--- config.mk ---
export PLATFORM = sky130hd
export DESIGN_NAME = mtg_apb_regs
export DESIGN_NICKNAME = d
export VERILOG_FILES = /design/src/rtl/core/mtg_pkg.sv /design/src/rtl/core/mtg_apb_regs.sv
export SDC_FILE = /design/constraint.sdc
export NUM_CORES = 1
export LEC_CHECK = 0
export ABC_AREA = 1
export ABC_CLOCK_PERIOD_IN_PS = 900
export BUFFER_PORTS_ARGS = -buffer_cell sky130_fd_sc_hd__buf_2
export CAP_MARGIN = 5
export CORE_MARGIN = 5
export CORE_UTILIZATION = 39
export CTS_CLUSTER_DIAMETER = 60
export DETAILED_ROUTE_END_ITERATION = 6
export PLACE_DENSITY = 0.77
export SETUP_SLACK_MARGIN = 0.2
export SLEW_MARGIN = 20
export SYNTH_ARGS = -nofsm -noshare
export SYNTH_HDL_FRONTEND = slang
export SYNTH_SLANG_ARGS = --single-unit
--- constraint.sdc ---
create_clock -name clk -period 0.9 [get_ports clk]
set_clock_uncertainty 0.2 [all_clocks]
set_input_delay 0 -clock clk [delete_from_list [all_inputs] [get_ports clk]]
set_output_delay 0 -clock clk [all_outputs]
set_load 0.03 [all_outputs]
--- src/rtl/core/mtg_pkg.sv ---
package mtg_pkg;

  localparam int WORD_W       = 32;
  localparam int TABLE_WORDS  = 624;
  localparam int TWIST_OFFSET = 397;
  localparam int IDX_W        = $clog2(TABLE_WORDS);
  localparam int CFG_ADDR_W   = 3;

  localparam logic [WORD_W-1:0] MATRIX_A     = 32'h9908_b0df;
  localparam logic [WORD_W-1:0] TEMPER_B     = 32'h9d2c_5680;
  localparam logic [WORD_W-1:0] TEMPER_C     = 32'hefc6_0000;
  localparam logic [WORD_W-1:0] SEED_MULT    = 32'd1812433253;
  localparam logic [WORD_W-1:0] DEFAULT_SEED = 32'd4357;
  localparam logic [WORD_W-1:0] LOW_BITS     = 32'h7fff_ffff;
  localparam logic [WORD_W-1:0] HIGH_BIT     = 32'h8000_0000;

  localparam logic [IDX_W-1:0] LAST_IDX = IDX_W'(TABLE_WORDS - 1);

  // Register index, taken from paddr[2]
  localparam logic [0:0] REG_SEED = 1'b0;

  typedef enum logic [1:0] {
    ST_SEED,
    ST_FETCH,
    ST_READY
  } mtg_state_t;

  // One write of the seeding pass
  typedef struct packed {
    logic              en;
    logic              last;
    logic [IDX_W-1:0]  addr;
    logic [WORD_W-1:0] data;
  } seed_wr_t;

  // Table index plus a small offset, wrapped once
  function automatic logic [IDX_W-1:0] wrap_add(logic [IDX_W-1:0] idx,
                                                logic [IDX_W-1:0] off);
    logic [IDX_W:0] sum;
    sum = {1'b0, idx} + {1'b0, off};
    if (sum >= (IDX_W+1)'(TABLE_WORDS)) begin
      sum = sum - (IDX_W+1)'(TABLE_WORDS);
    end
    return sum[IDX_W-1:0];
  endfunction

  function automatic logic [WORD_W-1:0] seed_step(logic [WORD_W-1:0] prev,
                                                  logic [IDX_W-1:0]  idx);
    logic [WORD_W-1:0] mix;
    logic [WORD_W-1:0] prod;
    mix  = prev ^ (prev >> 30);
    prod = SEED_MULT * mix;
    return prod + {{(WORD_W-IDX_W){1'b0}}, idx};
  endfunction

  function automatic logic [WORD_W-1:0] twist_word(logic [WORD_W-1:0] cur,
                                                   logic [WORD_W-1:0] nxt,
                                                   logic [WORD_W-1:0] far);
    logic [WORD_W-1:0] y;
    logic [WORD_W-1:0] v;
    y = (cur & HIGH_BIT) | (nxt & LOW_BITS);
    v = far ^ (y >> 1);
    if (y[0]) begin
      v = v ^ MATRIX_A;
    end
    return v;
  endfunction

  function automatic logic [WORD_W-1:0] temper(logic [WORD_W-1:0] w_in);
    logic [WORD_W-1:0] w;
    w = w_in;
    w = w ^ (w >> 11);
    w = w ^ ((w << 7) & TEMPER_B);
    w = w ^ ((w << 15) & TEMPER_C);
    w = w ^ (w >> 18);
    return w;
  endfunction

endpackage

--- src/rtl/core/mtg_apb_regs.sv ---
module mtg_apb_regs import mtg_pkg::*; (
  input  logic                  clk,
  input  logic                  rst,
  input  logic                  psel,
  input  logic                  penable,
  input  logic                  pwrite,
  input  logic [CFG_ADDR_W-1:0] paddr,
  input  logic [WORD_W-1:0]     pwdata,
  output logic [WORD_W-1:0]     prdata,
  output logic                  pready,
  output logic [WORD_W-1:0]     seed_value
);

  logic wr_en;
  logic reg_hit;

  assign pready  = 1'b1;
  assign reg_hit = (paddr[CFG_ADDR_W-1:2] == REG_SEED);
  assign wr_en   = psel && penable && pwrite && pready;

  always_ff @(posedge clk) begin
    if (rst) begin
      seed_value <= DEFAULT_SEED;
    end else if (wr_en && reg_hit) begin
      seed_value <= pwdata;
    end
  end

  assign prdata = reg_hit ? seed_value : '0;

endmodule

After elaboration in Yosys (flattened, before gate mapping):

Cells that the tools add are included.
Widths: inputs -> output; s select.

* bits in latches: 0
* output and inout bits: 65
* input port bits: 40
* logic and storage cells: 6
* bits in writable memories: 0
* flip-flop bits (word level): 32
* ROM bits: 0
* memories: 0

* bitwise operators: 1
* magnitude comparators: 0
* $mul: 0
* multiplexer cells: 1
* shift-type cells: 0
* reduce and logical (&&, ||, !) cells: 3
* $add $sub $neg: 0
* eq/ne operators: 0
* div/mod/pow operators: 0

Operator list (number)
* $mux 32: 1
* $logic_and 1x1->1: 3
* $not 1->1: 1

Longest topological paths before layout:

* depth after elaboration: 3
* mapped depth: 7
* mapped depth without buffers: 5

Worst setup path after synthesis:

No wires, ideal clock.

* kind: reg2out
* start: register seed_value[1]
* end: output prdata[1]
* slack: -0.293 ns
* stages on the path, launching flop included: 3
* arrival time: 0.993 ns
* path buffers: 0
* data required time: 0.700 ns
* cell sequence: dfxtp_1 inv_1 nor2_1

* cells in the longest elaborated chain, start to end: 1

Ends and longest elaborated chain
* start, declared: line mtg_apb_regs.sv:11 `output logic [WORD_W-1:0] seed_value`
* start signal, assigned: line mtg_apb_regs.sv:25 `seed_value <= pwdata;`
* $mux 32: line mtg_apb_regs.sv:29 `assign prdata = reg_hit ? seed_value : '0;`
* end, declared: line mtg_apb_regs.sv:9 `output logic [WORD_W-1:0] prdata,`

No other way between the ends.

Worst setup path after layout:

* start: register seed_value[6]
* end: output prdata[6]

The elaborated chain is that of the path after synthesis.

==> qor.csv <==
metric,value,unit
start_util,39.9,%
clockBufferDepth,2,
slew_violations,0,
critical_path_start_end_classification,reg2out,
cts.reportedPaths.clkPinSlew,70,ps
vdd.ir_drop.worst,0.877,mV
tritoncts.num_buffers,5,
die_x,76.3,um
initial_antenna_violation_count,0,
core_region_area,0.00429,mm^2
cts.sink_count,32,
synth.most_common_cell,nor2_1,
total_switching_power,1.20,mW
finalCriticalPeriod,1150,ps
endpoint_of_the_worst_register_to_register_path,seed_value[5]$_SDFFE_PP0P_,
netlist_top_cells_area,"dfxtp_1 (37%), nor2_1 (17%), inv_1 (14%)",
cellInternalPower,2.43,mW
regMostFlops,seed_value,
synth_async_sr_flop_share,0,%
htree_levels,2,
final_period_utilization,127,%
timing.max_cap.violations,0,
r2r_cells,4,
synth_sequential_area_ratio,37.4,%
synthDistinctLibCells,16,
number_of_global_route_vias_before_repair,2203,
grt_max_degree,33,
half_perimeter_wire_length_after_detailed_placement,3800,um
final_layout_size_suffix_gt1_share,70.1,%
r2r-start,seed_value[5]$_SDFFE_PP0P_,
buffer_ports.inserted,101,
setup_viol,72,
crit_path_launch_type,flip-flop,
detail_route.first_pass.iterations,6,
startpoint,seed_value[6]$_SDFFE_PP0P_,
postSynthNetCount,315,
worst-path-max-fanout,2,
largest_registers,seed_value x32,
postSynthCellCount,275,
grt_overflow_total,0,
synth_largest_type_area_fraction,37.4,%
power-per-cell-area,980,mW/mm^2
share_seq_of_total_power,40.8,%
global_route.usage.total,20.2,%
report.final.hold_viol_count,30,
number_of_synthesized_flops_with_an_enable_pin,0,
worst_hold_slack,-266,ps
gp_congestion,0.719,
cts_root_buf,clkbuf_8,
largest_reg_flops,32,
hp-class,in2reg,
fmax,872,MHz
antenna_cells,0,
critical_path_required,700,ps
placement_rows,24,
syn-cell-area,0.00171,mm^2
combPwrFrac,31.1,%
place_worst_setup_slack,-129,ps
synth.cells.most_frequent,"nor2_1 (77), inv_1 (62), nand2_1 (37), dfxtp_1 (32), nand3_1 (32)",
critical_path_arrival,950,ps
violations_in_the_final_reports,"negative hold slack, negative setup slack",
static-leakage-power,1.78,nW
yosys_most_used_dff,dfxtp_1,
netlist.top_cell.by_area,dfxtp_1,
die_h,76.3,um
ys_ff_latch,32,
end_kind,output port,
regToRegSetupSlack,-140,ps
wire_length_of_the_first_global_routing_pass,9720,um
via_per_instance_ratio,4.75,
remaining_drc_errors,0,
totalPowerFinal,3.63,mW
i_o_pin_cnt,105,
synth.avg_cell_area,6.23,um^2
fill_cells,219,
wire_per_inst,16.0,um
clock_tree_from_tritoncts,yes,
outcome,finished with violations,
worst_setup_path_endpoint,prdata[6],
starting_drt_drc_count,71,
fp.dieArea,0.00582,mm^2
yosys_warnings,0,
final_nets,455,
drt-total-wl,7470,um
dr_total_vias,2216,
clkLatencyLatePin,280,ps
rsz0062_at_grt,true,
number_of_antenna_violating_nets_in_the_routed_design,0,
area_delta_synth_final,116,%
power_switching_share,33.1,%
clock_power_share,28.2,%
post-route-worst-setup-slack,-247,ps
-- power by group through the flow --
stage	registers (mW)	logic (mW)	clock network [mW]
after floorplan	1.58	0.466	0
after global placement	1.49	0.794	0
after detailed placement	1.49	0.808	0
after CTS	1.47	0.942	1.03
after global routing	1.48	1.19	1.09
final	1.48	1.13	1.02
-- worst min path at each step --
stage | from | endpoint | cells after the start | slack, ps
2_1_floorplan | pwdata[0] | seed_value[0]$_SDFFE_PP1P_ | 2 | -70
3_3_place_gp | pwdata[0] | seed_value[0]$_SDFFE_PP1P_ | 3 | 10
3_5_place_dp | pwdata[8] | seed_value[8]$_SDFFE_PP1P_ | 3 | 30
4_1_cts | pwdata[8] | seed_value[8]$_SDFFE_PP1P_ | 3 | -280
5_1_grt | pwdata[8] | seed_value[8]$_SDFFE_PP1P_ | 3 | -260
6_report | pwdata[8] | seed_value[8]$_SDFFE_PP1P_ | 3 | -270
-- placed cells by master (no fill, tap or decap), types with 5 or more instances in the layout --
cell type and instances:
buf_12 5, buf_2 36, buf_4 11, buf_6 97, clkbuf_8 5, dfxtp_4 32, inv_1 30, inv_2 28
inv_4 6, nand2_1 32, nand2_2 5, nand3_1 30, nor2_1 29, nor2_2 18, nor2_4 42
-- kinds of logic (layout without fill, tap and decap cells) --
kind of cell	after synthesis	in the layout	share of synthesized area [%]
simple gates	161	161	40.6
buf+inv	81	221	21.8
flops	32	32	37.4
other cells	1	1	0.219
-- what timing repair did --
action | in CTS | in global routing
endpoints found under the hold margin | 32 | 32
setup endpoints to repair | 96 | 96
gates cloned | 0 | 1
setup buffers | 10 | 24
resized for setup | 134 | 69
pin swaps | 70 | 16
-- metal layers --
metal / global-route usage (%) / wire, um / vias to the layer above
met5: 0 / 0 / -
met2: 38.6 / 4310 / 83
li1: - / - / 1063
met4: 7.52 / 253 / 0
met1: 20.7 / 2540 / 1051
met3: 5.32 / 369 / 19
-- stage by stage --
stage               TNS [ps]  instances  cell area (um^2)  hold slack (ps)  utilization, %
CTS                    -8940        442              3260             -278            75.9
finish                -11440        467              3700             -266            86.2
global route          -13210        467              3700             -261            86.2
detailed placement     -4010        425              2690             26.5            62.6
floorplan                  0        275              2100            -74.6               -
global placement       -3130        425              2690             10.1            62.6
-- critical path, stage by stage, from the launching register on --
cell	delay, ps
dfxtp_4	350
inv_2	50
nor2_4	120
buf_6	140
-- cell type report --
| cell class | instances | area, um^2 | area share (%) |
|---|---|---|---|
| clock buffers | 5 | 68.8 | 1.86 |
| clock inverters | 2 | 7.51 | 0.203 |
| inverters | 64 | 255 | 6.90 |
| multi-input cells | 162 | 1060 | 28.7 |
| flip-flops and latches | 32 | 761 | 20.6 |
| well taps | 52 | 65.1 | 1.76 |
| repair buffers | 150 | 1480 | 40.0 |
Note: power is estimated with default switching activity, not from simulation.
