## src/rtl/core/mtg_pkg.sv

```systemverilog
package mtg_pkg;

  localparam int WORD_W       = 32;
  localparam int TABLE_WORDS  = 624;
  localparam int TWIST_OFFSET = 397;
  localparam int IDX_W        = $clog2(TABLE_WORDS);
  localparam int CFG_ADDR_W   = 3;

  localparam logic [WORD_W-1:0] MATRIX_A     = 32'h9908_b0df;
  localparam logic [WORD_W-1:0] TEMPER_B     = 32'h9d2c_5680;
  localparam logic [WORD_W-1:0] TEMPER_C     = 32'hefc6_0000;
  localparam logic [WORD_W-1:0] SEED_MULT    = 32'd1812433253;
  localparam logic [WORD_W-1:0] DEFAULT_SEED = 32'd4357;
  localparam logic [WORD_W-1:0] LOW_BITS     = 32'h7fff_ffff;
  localparam logic [WORD_W-1:0] HIGH_BIT     = 32'h8000_0000;

  localparam logic [IDX_W-1:0] LAST_IDX = IDX_W'(TABLE_WORDS - 1);

  // Register index, taken from paddr[2]
  localparam logic [0:0] REG_SEED = 1'b0;

  typedef enum logic [1:0] {
    ST_SEED,
    ST_FETCH,
    ST_READY
  } mtg_state_t;

  // One write of the seeding pass
  typedef struct packed {
    logic              en;
    logic              last;
    logic [IDX_W-1:0]  addr;
    logic [WORD_W-1:0] data;
  } seed_wr_t;

  // Table index plus a small offset, wrapped once
  function automatic logic [IDX_W-1:0] wrap_add(logic [IDX_W-1:0] idx,
                                                logic [IDX_W-1:0] off);
    logic [IDX_W:0] sum;
    sum = {1'b0, idx} + {1'b0, off};
    if (sum >= (IDX_W+1)'(TABLE_WORDS)) begin
      sum = sum - (IDX_W+1)'(TABLE_WORDS);
    end
    return sum[IDX_W-1:0];
  endfunction

  function automatic logic [WORD_W-1:0] seed_step(logic [WORD_W-1:0] prev,
                                                  logic [IDX_W-1:0]  idx);
    logic [WORD_W-1:0] mix;
    logic [WORD_W-1:0] prod;
    mix  = prev ^ (prev >> 30);
    prod = SEED_MULT * mix;
    return prod + {{(WORD_W-IDX_W){1'b0}}, idx};
  endfunction

  function automatic logic [WORD_W-1:0] twist_word(logic [WORD_W-1:0] cur,
                                                   logic [WORD_W-1:0] nxt,
                                                   logic [WORD_W-1:0] far);
    logic [WORD_W-1:0] y;
    logic [WORD_W-1:0] v;
    y = (cur & HIGH_BIT) | (nxt & LOW_BITS);
    v = far ^ (y >> 1);
    if (y[0]) begin
      v = v ^ MATRIX_A;
    end
    return v;
  endfunction

  function automatic logic [WORD_W-1:0] temper(logic [WORD_W-1:0] w_in);
    logic [WORD_W-1:0] w;
    w = w_in;
    w = w ^ (w >> 11);
    w = w ^ ((w << 7) & TEMPER_B);
    w = w ^ ((w << 15) & TEMPER_C);
    w = w ^ (w >> 18);
    return w;
  endfunction

endpackage

```

## src/rtl/core/mtg_seeder.sv

```systemverilog
module mtg_seeder import mtg_pkg::*; (
  input  logic              clk,
  input  logic              rst,
  input  logic              start,
  input  logic [WORD_W-1:0] seed,
  output seed_wr_t          seed_wr
);

  logic              busy;
  logic [IDX_W-1:0]  sidx;
  logic [WORD_W-1:0] sword;
  logic [IDX_W-1:0]  sidx_next;

  assign sidx_next = sidx + IDX_W'(1);

  // One table word per cycle: the running value is written, then advanced
  always_ff @(posedge clk) begin
    if (rst) begin
      busy  <= 1'b1;
      sidx  <= '0;
      sword <= DEFAULT_SEED;
    end else if (start) begin
      busy  <= 1'b1;
      sidx  <= '0;
      sword <= (seed == '0) ? DEFAULT_SEED : seed;
    end else if (busy) begin
      busy  <= (sidx != LAST_IDX);
      sidx  <= sidx_next;
      sword <= seed_step(sword, sidx_next);
    end
  end

  assign seed_wr.en   = busy;
  assign seed_wr.last = (sidx == LAST_IDX);
  assign seed_wr.addr = sidx;
  assign seed_wr.data = sword;

endmodule

```

## config.mk

```make
export PLATFORM = sky130hd
export DESIGN_NAME = mtg_seeder
export DESIGN_NICKNAME = d
export VERILOG_FILES = /design/src/rtl/core/mtg_pkg.sv /design/src/rtl/core/mtg_seeder.sv
export SDC_FILE = /design/constraint.sdc
export NUM_CORES = 1
export LEC_CHECK = 0
export BUFFER_PORTS_ARGS = -buffer_cell sky130_fd_sc_hd__buf_2
export CAP_MARGIN = 20
export CELL_PAD_IN_SITES_DETAIL_PLACEMENT = 1
export CELL_PAD_IN_SITES_GLOBAL_PLACEMENT = 2
export CORE_ASPECT_RATIO = 0.5
export CORE_MARGIN = 3
export CORE_UTILIZATION = 43
export DETAILED_ROUTE_END_ITERATION = 6
export GPL_ROUTABILITY_DRIVEN = 0
export HOLD_SLACK_MARGIN = 0.1
export MAX_ROUTING_LAYER = met4
export PLACE_DENSITY = 0.94
export SLEW_MARGIN = 10
export SYNTH_ARGS = -nofsm -noshare
export SYNTH_HDL_FRONTEND = slang
export SYNTH_SLANG_ARGS = --single-unit
```

## constraint.sdc

```tcl
create_clock -name clk -period 19.85 [get_ports clk]
set_input_delay 1.985 -clock clk [delete_from_list [all_inputs] [get_ports clk]]
set_output_delay 1.985 -clock clk [all_outputs]
set_load 0.02 [all_outputs]
```

== Yosys cells after proc, flatten, opt, wreduce, memory -nomap -nowiden ==
Index checks and enable logic that the tools add are counted.
Storage, ports and cells
  memory bits (writable): 0
  output and inout bits: 44
  register bits: 43
  latch bits: 0
  bits in read-only memories: 0
  memories: 0
  logic and storage cells: 16
  input bits: 35
Operators by class
  div/mod/pow operators: 0
  mux-type cells: 4
  reductions and logical operators: 3
  equal/unequal tests: 2
  $mul: 1
  shift-type cells: 0
  bitwise logic cells: 1
  add/subtract/negate cells: 2
  $lt $le $gt $ge: 0
Operators by type and width (count)
  $mux W32: 3
  $add A32 B10 Y32: 1
  $logic_not A32 Y1: 1
  $mul A31 B32 Y32 const A: 1
  $xor A32 B2 Y32: 1
  $add A10 B1 Y10 const B: 1
  $eq A10 B10 Y1 const B: 1
  $ne A10 B10 Y1 const B: 1
  $reduce_bool A2 Y1: 1
  $reduce_or A2 Y1: 1
  $mux W1: 1

== Longest topological paths before layout ==
  depth in word-level cells: 5
  gate-level depth with buffers: 26
  depth with buffers taken out: 25

== Worst setup path before layout ==
No wires, ideal clock.
  path kind: register to register
  start point: register sword[31]
  end point: register sword[30]
  stages on the path, launching flop included: 27
  data arrival time: 6.310 ns
  path slack: 13.406 ns
  clock period less this slack: 6.444 ns
  cells stage by stage: dfxtp_1 -> xor2_1 -> inv_1 -> xnor2_1 -> ha_1 -> or2_2 -> ha_1 -> inv_1 -> fa_1 -> inv_1 -> ha_1 -> fa_1 -> fa_1 -> fa_1 -> inv_1 -> fa_1 -> inv_1 -> ha_1 -> clkbuf_1 -> a21oi_1 -> o21ai_0 -> a21oi_1 -> o21bai_1 -> o41ai_2 -> o21ai_0 -> a31oi_1 -> o22ai_1
Between the ends
  longest elaborated chain between the ends: 5
RTL lines
  from (decl): line mtg_seeder.sv:11  | logic [WORD_W-1:0] sword;
  from (signal assigned): line mtg_seeder.sv:25  | sword <= (seed == '0) ? DEFAULT_SEED : seed;
  from (signal assigned): line mtg_seeder.sv:29  | sword <= seed_step(sword, sidx_next);
  $xor A32 B2 Y32: line mtg_pkg.sv:51  | mix = prev ^ (prev >> 30);
  $mul A31 B32 Y32: line mtg_pkg.sv:52  | prod = SEED_MULT * mix;
  $add A32 B10 Y32: line mtg_pkg.sv:53  | return prod + {{(WORD_W-IDX_W){1'b0}}, idx};
  $mux W32: line mtg_seeder.sv:26  | end else if (busy) begin
  $mux W32: line mtg_seeder.sv:22  | end else if (start) begin
No other way between the ends. The select of a mux whose other input is x is not followed.
A chain may end at the register's enable or synchronous reset.

== Worst setup path after layout ==
  start point: register sword[30]
  end point: register sword[30]
Same word-level chain as after synthesis.

==> results.md <==
* Outcome: completed
* Clock sinks at 43
* Crit start category: register
* Rows at 39
* Port bufs at 78
* Ratio of cells with drive above 1 in the final layout at 9.66%
* Sequential fraction of the synthesis area at 8.29%
* Ys flop type: dfxtp_1
* Syn_area_per_cell at 9.43 um2
* RSZ-0062 raised after global routing: no
* Worst hold path startpoint: sidx[9]$_SDFFE_PP0P_
* DP HPWL at 26300 um
* Crit share post-route at 34.7%
* Number of enable flip-flop cells after synthesis at 0
* Overall die area at 0.0262 mm2
* Core footprint at 0.0233 mm2
* Critical path endpoint category: register
* Synth cell types at 54
* Worst reg2reg startpoint: sword[30]$_SDFFE_PP0P_
* Critical path data required time at 19.99 ns
* Compound-Gate Fraction of Synth Area at 9.66%
* Worst Path Max Fanout at 8
* Largest net degree at the start of global routing at 52
* #FFs+latches synth at 43
* Clock transition at path regs at 0.06 ns
* Post-synth ARST share at 0%
* Achievable Freq at 145 MHz
* Xor-xnor portion of the synthesized cell area at 5.99%
* Synth Instances at 1101
* CTS resizes at 0
* Vias in the first global route at 8880
* CP max stage delay at 0.58 ns
* Routed wire length per instance at 21.2 um
* Max Cap Violations at 0
* Combinational family with the most area after synthesis: adder cells
* Max Clock Skew at 0.00651 ns
* Clock root buffer: clkbuf_16
* Mapped cell area at 0.0104 mm2
* Number of setup violations in the final report at 0
* Initial antenna violation count at 0
* Adder-cell area share of the yosys netlist at 58.2%
* Fin. max-slew vios at 0
* CTS tree: built
* Simple-Gate Fraction of Synth Area at 6.89%
* Clock Tree Buf Depth at 2
* CP Class: reg -> reg
* Area growth syn-to-layout at 9.05%
* Critical-path top delay cell: dfxtp_1
* Data arrival, critical path at 7.04 ns
* Slew @ Worst Pin at 0.987 ns
* Final hold violation count at 0
* Initial DRC count at 372
* Postcts setup bufs at 0
* Synthesized Nets at 1527
* Total grt overflow at 0
* Gr usage total at 25.8%
* Hold EP: sidx[9]$_SDFFE_PP0P_
* First-pass GRT wire length at 49900 um
* Clk_lat worst skew at 0.29 ns
* Final TNS setup at 0 ns
* Post-layout minimum cycle time at 6.89 ns
* DRC violations left at 0
* Max_slew headroom at 34.1%
* Nets@finish at 1605
* Min-Delay Path Depth at 2
* Post-route ant nets at 0
* HP Class: reg -> reg
* Post-synthesis mux area share at 0.591%
* Via-to-Cell Ratio at 5.39
* Fillers at 2677
* Reg-to-Reg End: sword[30]$_SDFFE_PP0P_
* Die Span X at 226 um
* CTS Hold Bufs at 0
* FF-to-FF setup slack at 12.96 ns
* Routed Wire Length at 31500 um
* Htree depth at 2
* Die height at 116 um
* DRT Pass-1 Iters at 5
* Crit path top cell by count: fa_1
* Ports at 79
* Worst r2r path cells at 25
* DR vias at 8016
* CTS buffer count at 5
* Yosys warnings at 0
* Antenna diodes at 0
* Starting Density at 44.6%
## stage by stage
stage / setup slack (ns) / std cells / utilization, % / area (um2) / hold slack, ns
after floorplan: 13.41 / 1101 / - / 10400 / 0.588
after global placement: 13.23 / 1479 / 48.0 / 11200 / 0.514
after detailed placement: 13.02 / 1479 / 48.0 / 11200 / 0.537
after CTS: 12.98 / 1487 / 48.6 / 11300 / 0.547
after global routing: 12.61 / 1487 / 48.6 / 11300 / 0.596
final: 12.96 / 1487 / 48.6 / 11300 / 0.544
## cells in the final DEF, fill, tap and decap left out, drive strengths merged, types with 8 or more instances in the layout
| master | instances |
|---|---|
| a211oi | 16 |
| a21oi | 62 |
| buf | 92 |
| dfxtp | 43 |
| fa | 153 |
| ha | 238 |
| inv | 265 |
| nand2 | 38 |
| nand3 | 8 |
| nor2 | 51 |
| nor3 | 12 |
| nor4 | 9 |
| o21ai | 27 |
| xnor2 | 46 |
| xor2 | 25 |
## worst max-delay path: cells and delay by family, from the launching register on
| family | cells | cell delay [ns] |
|---|---|---|
| AOI/OAI and AO/OA | 8 | 1.56 |
| xor gates and xnor gates | 2 | 0.33 |
| adders and majority gates | 9 | 3.50 |
| buffers and inverters | 5 | 0.46 |
| DFF | 1 | 0.58 |
| and+or+nand+nor | 1 | 0.29 |
## cells by family after synthesis
kind of cell,Yosys count
flip-flops,43
buffers and inverters,286
AND/OR/NAND/NOR,152
multiplexers,6
adder cells (fa/ha/maj),391
XOR/XNOR,71
AO/OA/AOI/OAI,152
## area by class of cell
| type | instances | area [um2] | share of cell area (%) |
|---|---|---|---|
| Multi-Input combinational cell | 772 | 8440 | 74.6 |
| Inverter | 265 | 995 | 8.79 |
| Sequential cell | 43 | 862 | 7.62 |
| Timing Repair Buffer | 92 | 495 | 4.38 |
| Tap cell | 307 | 384 | 3.39 |
| Clock buffer | 6 | 129 | 1.14 |
| Clock inverter | 2 | 12.5 | 0.111 |
## how the worst max path moves through the flow
stage / startpoint / end / slack, ns / cells after the start
after CTS: sword[31]$_SDFFE_PP0P_ / sword[30]$_SDFFE_PP0P_ / 12.98 / 26
after global routing: sword[31]$_SDFFE_PP0P_ / sword[30]$_SDFFE_PP0P_ / 12.61 / 26
after detailed placement: sword[31]$_SDFFE_PP0P_ / sword[30]$_SDFFE_PP0P_ / 13.02 / 26
final: sword[30]$_SDFFE_PP0P_ / sword[30]$_SDFFE_PP0P_ / 12.96 / 25
after floorplan: sword[31]$_SDFFE_PP0P_ / sword[30]$_SDFFE_PP0P_ / 13.41 / 26
after global placement: sword[31]$_SDFFE_PP0P_ / sword[30]$_SDFFE_PP0P_ / 13.23 / 26
## synth_stat cells (15+ instances only)
library cell	count	area share, %
inv_1	265	9.6
ha_1	238	29
fa_1	153	30
a21oi_1	60	2.9
nor2_1	51	1.8
xnor2_1	46	3.9
dfxtp_1	43	8.3
nand2_1	38	1.4
xor2_1	25	2.1
o21ai_0	22	1.1
a211oi_1	16	1.2
clkbuf_1	15	0.54
## flip-flops by register name, indices dropped and copies added, names as in the netlist
name	cells
sword	32
sidx	10
busy	1
## metal layers
metal	up-vias	wire [um]	GRT usage, %
li1	3736	-	-
met2	158	15300	44.9
met1	4089	14500	33.6
met3	33	1170	1.87
met5	-	0	-
met4	0	515	4.73
Power is not shown: default switching activity piles up to over one toggle a cycle in this logic, so the estimate is an artifact.
